$ cat src/sv/qos_pkg.sv
// Package: shared types and constants for the queue of stacks buffer.
`default_nettype none

package qos_pkg;

   localparam int VALUE_BITS            = 32;
   localparam int ELEMENT_DEPTH_DEFAULT = 64;
   localparam int STACK_SLOTS_DEFAULT   = 16;
   localparam int VALUE_WIDTH_DEFAULT   = 32;

   typedef enum logic [1:0] {
      OP_PUSH    = 2'd0,
      OP_POP     = 2'd1,
      OP_ENQUEUE = 2'd2,
      OP_DEQUEUE = 2'd3
   } op_type;

   typedef enum logic [1:0] {
      ST_OK          = 2'd0,
      ST_NOTHING     = 2'd1,
      ST_NO_ROOM     = 2'd2,
      ST_EMPTY_STACK = 2'd3
   } status_type;

   typedef struct packed {
      op_type                         operation;
      logic signed [VALUE_BITS-1:0]   value;
   } req_type;

   typedef struct packed {
      logic signed [VALUE_BITS-1:0]   result_value;
      status_type                     status;
      logic                           last;
   } rsp_type;

endpackage

`default_nettype wire

$ cat src/sv/queue_of_stacks_buffer.sv
// Queue of stacks buffer: build stack, FIFO of sealed stacks, one element store.
// Push and enqueue give no result unless a store is full.
// Pop: one element-store read; its result passes through the staging register into the rsp register.
// Dequeue: read the stack length (S_DQ_LEN), then one value per cycle while the staging
// register is free, from the element store's single read port.
// Reset is synchronous; it clears the state, head pointers, counts and valid flags, the stores are not swept.
`default_nettype none

module queue_of_stacks_buffer #(
   parameter int ELEMENT_DEPTH = qos_pkg::ELEMENT_DEPTH_DEFAULT,
   parameter int STACK_SLOTS   = qos_pkg::STACK_SLOTS_DEFAULT,
   parameter int VALUE_WIDTH   = qos_pkg::VALUE_WIDTH_DEFAULT
) (
   input  wire logic             clock,
   input  wire logic             reset,
   input  wire logic             req_valid,
   output logic                  req_ready,
   input  wire qos_pkg::req_type req_data,
   output logic                  rsp_valid,
   input  wire logic             rsp_ready,
   output qos_pkg::rsp_type      rsp_data
);

   localparam int OutW = qos_pkg::VALUE_BITS;
   localparam int SW   = (VALUE_WIDTH > OutW) ? OutW : VALUE_WIDTH;
   localparam int EAW  = $clog2(ELEMENT_DEPTH);
   localparam int ECW  = $clog2(ELEMENT_DEPTH + 1);
   localparam int ESW  = EAW + 1;
   localparam int QAW  = $clog2(STACK_SLOTS);
   localparam int QCW  = $clog2(STACK_SLOTS + 1);
   localparam int QSW  = QAW + 1;

   typedef enum logic [2:0] {
      S_IDLE   = 3'b001,
      S_DQ_LEN = 3'b010,
      S_STREAM = 3'b100
   } state_type;

   typedef struct packed {
      qos_pkg::status_type status;
      logic                last;
   } stg_type;

   logic [SW-1:0]  elem_mem [ELEMENT_DEPTH];
   logic [ECW-1:0] len_mem  [STACK_SLOTS];

   state_type        state_ff, state_in;
   logic [EAW-1:0]   ehead_ff, ehead_in;
   logic [ECW-1:0]   ecount_ff, ecount_in;
   logic [ECW-1:0]   build_ff, build_in;
   logic [QAW-1:0]   qhead_ff, qhead_in;
   logic [QCW-1:0]   qcount_ff, qcount_in;
   logic [ECW-1:0]   remain_ff, remain_in;
   logic [EAW-1:0]   rdptr_ff, rdptr_in;
   logic             stg_valid_ff, stg_valid_in;
   stg_type          stg_ff, stg_in;
   logic             rsp_valid_ff, rsp_valid_in;
   qos_pkg::rsp_type rsp_ff, rsp_in;

   logic [SW-1:0]  mem_rd_ff;
   logic [ECW-1:0] len_rd_ff;

   logic           elem_we, elem_re, len_we, len_re;
   logic [EAW-1:0] elem_waddr, elem_raddr;
   logic [QAW-1:0] len_waddr, len_raddr;

   logic           out_free, stg_move, stg_free, req_fire;
   logic [ESW-1:0] tail_sum, head_sum;
   logic [EAW-1:0] etail, pop_pos, new_head;
   logic [QSW-1:0] qtail_sum;
   logic [QAW-1:0] qtail;
   logic [ECW-1:0] deq_len;

   assign out_free  = !rsp_valid_ff || rsp_ready;
   assign stg_move  = stg_valid_ff && out_free;
   assign stg_free  = !stg_valid_ff || stg_move;
   assign req_ready = (state_ff == S_IDLE) && stg_free;
   assign req_fire  = req_valid && req_ready;
   assign rsp_valid = rsp_valid_ff;
   assign rsp_data  = rsp_ff;

   assign tail_sum = ESW'(ehead_ff) + ESW'(ecount_ff);
   assign etail    = (tail_sum >= ESW'(ELEMENT_DEPTH)) ?
                     EAW'(tail_sum - ESW'(ELEMENT_DEPTH)) : EAW'(tail_sum);
   assign pop_pos  = (etail == '0) ? EAW'(ELEMENT_DEPTH - 1) : etail - EAW'(1);

   assign qtail_sum = QSW'(qhead_ff) + QSW'(qcount_ff);
   assign qtail     = (qtail_sum >= QSW'(STACK_SLOTS)) ?
                      QAW'(qtail_sum - QSW'(STACK_SLOTS)) : QAW'(qtail_sum);

   assign deq_len  = (len_rd_ff > ecount_ff) ? ecount_ff : len_rd_ff;
   assign head_sum = ESW'(ehead_ff) + ESW'(deq_len);
   assign new_head = (head_sum >= ESW'(ELEMENT_DEPTH)) ?
                     EAW'(head_sum - ESW'(ELEMENT_DEPTH)) : EAW'(head_sum);

   always_comb begin
      state_in     = state_ff;
      ehead_in     = ehead_ff;
      ecount_in    = ecount_ff;
      build_in     = build_ff;
      qhead_in     = qhead_ff;
      qcount_in    = qcount_ff;
      remain_in    = remain_ff;
      rdptr_in     = rdptr_ff;
      stg_valid_in = stg_valid_ff && !stg_move;
      stg_in       = stg_ff;
      rsp_valid_in = rsp_valid_ff && !rsp_ready;
      rsp_in       = rsp_ff;
      elem_we      = 1'b0;
      elem_re      = 1'b0;
      elem_waddr   = etail;
      elem_raddr   = pop_pos;
      len_we       = 1'b0;
      len_re       = 1'b0;
      len_waddr    = qtail;
      len_raddr    = qhead_ff;

      if (stg_move) begin
         rsp_valid_in        = 1'b1;
         rsp_in.status       = stg_ff.status;
         rsp_in.last         = stg_ff.last;
         rsp_in.result_value = (stg_ff.status == qos_pkg::ST_OK) ? OutW'(mem_rd_ff) : '0;
      end

      case (state_ff)
         S_IDLE: begin
            if (req_fire) begin
               case (req_data.operation)
                  qos_pkg::OP_PUSH: begin
                     if (ecount_ff == ECW'(ELEMENT_DEPTH)) begin
                        stg_valid_in = 1'b1;
                        stg_in       = '{status: qos_pkg::ST_NO_ROOM, last: 1'b1};
                     end else begin
                        elem_we   = 1'b1;
                        ecount_in = ecount_ff + ECW'(1);
                        build_in  = build_ff + ECW'(1);
                     end
                  end
                  qos_pkg::OP_POP: begin
                     if (build_ff == '0 || ecount_ff == '0) begin
                        stg_valid_in = 1'b1;
                        stg_in       = '{status: qos_pkg::ST_NOTHING, last: 1'b1};
                     end else begin
                        elem_re      = 1'b1;
                        stg_valid_in = 1'b1;
                        stg_in       = '{status: qos_pkg::ST_OK, last: 1'b1};
                        ecount_in    = ecount_ff - ECW'(1);
                        build_in     = build_ff - ECW'(1);
                     end
                  end
                  qos_pkg::OP_ENQUEUE: begin
                     if (qcount_ff == QCW'(STACK_SLOTS)) begin
                        stg_valid_in = 1'b1;
                        stg_in       = '{status: qos_pkg::ST_NO_ROOM, last: 1'b1};
                     end else begin
                        len_we    = 1'b1;
                        qcount_in = qcount_ff + QCW'(1);
                        build_in  = '0;
                     end
                  end
                  qos_pkg::OP_DEQUEUE: begin
                     if (qcount_ff == '0) begin
                        stg_valid_in = 1'b1;
                        stg_in       = '{status: qos_pkg::ST_NOTHING, last: 1'b1};
                     end else begin
                        len_re    = 1'b1;
                        qhead_in  = (qhead_ff == QAW'(STACK_SLOTS - 1)) ?
                                    '0 : qhead_ff + QAW'(1);
                        qcount_in = qcount_ff - QCW'(1);
                        state_in  = S_DQ_LEN;
                     end
                  end
                  default: ;
               endcase
            end
         end
         S_DQ_LEN: begin
            if (deq_len == '0) begin
               stg_valid_in = 1'b1;
               stg_in       = '{status: qos_pkg::ST_EMPTY_STACK, last: 1'b1};
               state_in     = S_IDLE;
            end else begin
               remain_in = deq_len;
               ehead_in  = new_head;
               ecount_in = ecount_ff - deq_len;
               rdptr_in  = (new_head == '0) ? EAW'(ELEMENT_DEPTH - 1) : new_head - EAW'(1);
               state_in  = S_STREAM;
            end
         end
         S_STREAM: begin
            if (stg_free) begin
               elem_re      = 1'b1;
               elem_raddr   = rdptr_ff;
               stg_valid_in = 1'b1;
               stg_in       = '{status: qos_pkg::ST_OK, last: (remain_ff == ECW'(1))};
               remain_in    = remain_ff - ECW'(1);
               rdptr_in     = (rdptr_ff == '0) ? EAW'(ELEMENT_DEPTH - 1) : rdptr_ff - EAW'(1);
               if (remain_ff == ECW'(1)) begin
                  state_in = S_IDLE;
               end
            end
         end
         default: begin
            state_in = S_IDLE;
         end
      endcase
   end

   always_ff @(posedge clock) begin
      if (elem_we) begin
         elem_mem[elem_waddr] <= req_data.value[SW-1:0];
      end
      if (elem_re) begin
         mem_rd_ff <= elem_mem[elem_raddr];
      end
   end

   always_ff @(posedge clock) begin
      if (len_we) begin
         len_mem[len_waddr] <= build_ff;
      end
      if (len_re) begin
         len_rd_ff <= len_mem[len_raddr];
      end
   end

   always_ff @(posedge clock) begin
      if (reset) begin
         state_ff     <= S_IDLE;
         ehead_ff     <= '0;
         ecount_ff    <= '0;
         build_ff     <= '0;
         qhead_ff     <= '0;
         qcount_ff    <= '0;
         remain_ff    <= '0;
         stg_valid_ff <= 1'b0;
         rsp_valid_ff <= 1'b0;
      end else begin
         state_ff     <= state_in;
         ehead_ff     <= ehead_in;
         ecount_ff    <= ecount_in;
         build_ff     <= build_in;
         qhead_ff     <= qhead_in;
         qcount_ff    <= qcount_in;
         remain_ff    <= remain_in;
         stg_valid_ff <= stg_valid_in;
         rsp_valid_ff <= rsp_valid_in;
      end
   end

   always_ff @(posedge clock) begin
      rdptr_ff <= rdptr_in;
      stg_ff   <= stg_in;
      rsp_ff   <= rsp_in;
   end

endmodule

`default_nettype wire

$ cat config.mk
export PLATFORM = sky130hd
export DESIGN_NAME = queue_of_stacks_buffer
export DESIGN_NICKNAME = d
export VERILOG_FILES = /design/src/sv/qos_pkg.sv /design/src/sv/queue_of_stacks_buffer.sv
export SDC_FILE = /design/constraint.sdc
export NUM_CORES = 2
export LEC_CHECK = 0
export BUFFER_PORTS_ARGS = -buffer_cell sky130_fd_sc_hd__buf_2
export CORE_UTILIZATION = 35
export DETAILED_ROUTE_END_ITERATION = 8
export GPL_TIMING_DRIVEN = 0
export HOLD_SLACK_MARGIN = 0.15
export PLACE_DENSITY = 0.51
export SKIP_CTS_REPAIR_TIMING = 1
export SYNTH_ARGS = -nofsm -noshare
export SYNTH_HDL_FRONTEND = slang
export SYNTH_SLANG_ARGS = --single-unit
$ cat constraint.sdc
create_clock -name clock -period 15.01 [get_ports clock]
set_input_delay 0 -clock clock [delete_from_list [all_inputs] [get_ports clock]]
set_output_delay 0 -clock clock [all_outputs]
set_load 0.01 [all_outputs]
==> results_dict.tcl <==
set metrics [dict create \
    rr_startpoint "ecount_ff[0]" \
    port_buffers 73 \
    pwr-share-seq 0.340 \
    via_per_inst 6.45 \
    ys_top_cells_by_area "edfxtp_1, nand2_1, a21oi_1" \
    drt-total-wl_um 421000 \
    fin_tns_setup_ns 0 \
    worstSetupEndpointType "register" \
    clk_pin_slew_ns 0.06 \
    synth_top_area_share 0.741 \
    final_common_cell "edfxtp_1" \
    route.detailed.drc 2 \
    vias 65391 \
    drive_gt1_frac 0.123 \
    rows 186 \
    grt_pass1_vias 59604 \
    slew_viol_final 411 \
    grt_max_degree 65 \
    layout_common_cells "edfxtp_1, nand2_1, a21oi_1, clkbuf_1, clkbuf_16" \
    power.density_mw_per_mm2 198 \
    max_freq_mhz 113 \
    peakVddDrop_mv 0.125 \
    cts.sinks 2284 \
    status "finished with violations" \
    grt_pass1_wl_um 549000 \
    syn_avg_cell_area_um2 15.1 \
    async_reset_ff_frac 0 \
    io_pins 75 \
    whs_path_depth 3 \
    gr-usage-all-layers 0.313 \
    fillers 23348 \
    multi_input_area_mm2 0.0214 \
    critPathLaunchType "register" \
    regArea_mm2 0.0682 \
    timing.final.crit_share 0.590 \
    crit_start "ecount_ff[0]" \
    slew_headroom -0.152 \
    final_core_util 0.417 \
    areaGrowthSynthToFinish_pct 18.1 \
    synth_area_mm2 0.0909 \
    total_power_mw 21.2 \
    hold_viol_final 0 \
    min_period_ns 8.86 \
    required_ns 15.60 \
    worstMarginPinSlew_ns 1.73 \
    drv_cap 19 \
    synth_edf_count 2243 \
    gr-total-overflow 0 \
    worstRegToRegCells 16 \
    hold_path_class "primary input to register" \
    initial_core_util 0.353 \
    place_worst_setup_slack_ns 6.87 \
    cts_buffers 230 \
    setup_violations 0 \
    path_max_fanout 13 \
    synth-main-ff-cell "edfxtp_1" \
    yosys.area.top_type "edfxtp_1" \
    syn_inst 6024 \
    postRouteAntennaNets 0 \
    clock_latency_ns 0.91 \
    place.gp.congestion 0.934 \
    die_h_um 512 \
    die_area_mm2 0.262 \
    nNetsFinal 6613 \
    root_buffer "clkbuf_16" \
    fp.dieW_um 512 \
    crit_type "register to register" \
    intPower_mw 12.3 \
    swShare 0.418 \
    synth_fp_nets 6110 \
    ys_seq_area_frac 0.750 \
    p_clk_frac 0.282 \
    yosysUniqueCellTypes 81 \
    cts.path.max_buffers 3 \
    htree_levels 4 \
    critPathArrivalTime_ns 9.45 \
    violations "DRC, capacitance limit, slew limit" \
    post_drt_wl_per_cell_um 41.5 \
    pwr-share-comb 0.378 \
    fin_skew_ns 0.0529 \
    cts_tree "done" \
    core_mm2 0.257 \
    switchingPower_mw 8.87 \
    ys_warn_count 0 \
    min_from "req_data[17]" \
    hpwl_um 287000 \
    drtIter0Drc 12603 \
    setup_slack_ns 6.15 \
    antenna_found_initial 36 \
    rsz0062_at_grt "no" \
    ys_ff_latch 2284 \
    firstDrtPassIters 9 \
    leakagePower_nw 33.8 \
]
-- cells by family after synthesis --
kind of cell / count (synthesis) / share of synthesized area
flops: 2284 / 0.750
simple gates: 1543 / 0.0753
mux: 211 / 0.0291
xor+xnor: 42 / 0.00467
fa+ha+maj: 48 / 0.00710
buf+inv: 455 / 0.0205
compound gates: 1441 / 0.113
-- power groups by stage --
stage | registers (mW) | logic (mW) | clock network (mW)
6_report | 7.21 | 8.02 | 5.98
5_1_grt | 7.21 | 7.87 | 6.20
4_1_cts | 7.21 | 7.53 | 5.97
3_5_place_dp | 7.34 | 7.50 | 0
3_3_place_gp | 7.35 | 7.34 | 0
2_1_floorplan | 7.33 | 3.18 | 0
-- through the flow --
stage / hold WS [ns] / std cells / area (µm²)
after detailed placement: 0.327 / 9629 / 99100
after CTS: -0.631 / 10057 / 107000
after global routing: 0.197 / 10110 / 107000
after global placement: 0.322 / 9481 / 95500
final: 0.195 / 10131 / 107000
after floorplan: 0.0989 / 6024 / 90900
-- critical path, cell delays in order (launching register included) --
cell and delay, ns:
dfxtp_1 0.49, ha_1 0.25, inv_1 0.06, fa_1 0.68, ha_1 0.20, clkbuf_1 0.32
nand2_1 0.18, nor2_1 1.07, nand4_1 0.65, nand2_1 0.51, buf_2 0.35, buf_2 0.49
buf_1 1.25, buf_2 0.66, o21ai_0 0.20, nor3_1 0.81, o211ai_1 0.29
-- registers in the layout, summed over array words and instances (netlist names) --
register,count
rdptr_ff,6
len_raddr,4
mem_rd_ff,32
len_mem,112
build_ff,7
state_ff,3
stg_valid_ff,1
ehead_ff,6
ecount_ff,7
qcount_ff,5
len_rd_ff,7
elem_mem,2048
rsp_valid,1
rsp_data,35
remain_ff,7
stg_ff,3
-- worst paths after layout --
path | to | slack [ns]
worst min register to register | rsp_data[1] | 0.46
worst min-delay path | elem_mem[4][17] | 0.19
worst max register to register | mem_rd_ff[10] | 6.15
worst max-delay path | mem_rd_ff[10] | 6.15
-- per-layer routing --
layer | routed length (µm) | global-route usage | up-vias
met5 | 145 | 0 | -
met3 | 58900 | 0.0980 | 1192
met1 | 151000 | 0.398 | 33552
met2 | 180000 | 0.464 | 5535
met4 | 30800 | 0.195 | 20
li1 | - | - | 25092
-- Yosys cell counts, types with 80 or more instances --
library cell and n:
nor2_1 238, clkbuf_1 247, mux2i_1 162, nand2_1 828, a221oi_1 112, nor4_1 94, buf_2 91, a21oi_1 403
o21ai_0 124, o22ai_1 80, nand3_1 122, a22oi_1 157, edfxtp_1 2243, a222oi_1 117
-- final cells by class --
class | count | area share
diodes | 24 | 0.000560
plain buffers | 416 | 0.0163
clock buffers | 278 | 0.0561
clock inverters | 150 | 0.0155
inverters | 39 | 0.00136
multi-input cells | 3285 | 0.200
flip-flops and latches | 2284 | 0.635
well taps | 3384 | 0.0394
repair buffers | 271 | 0.0357
(Power assumes the default switching activity.)
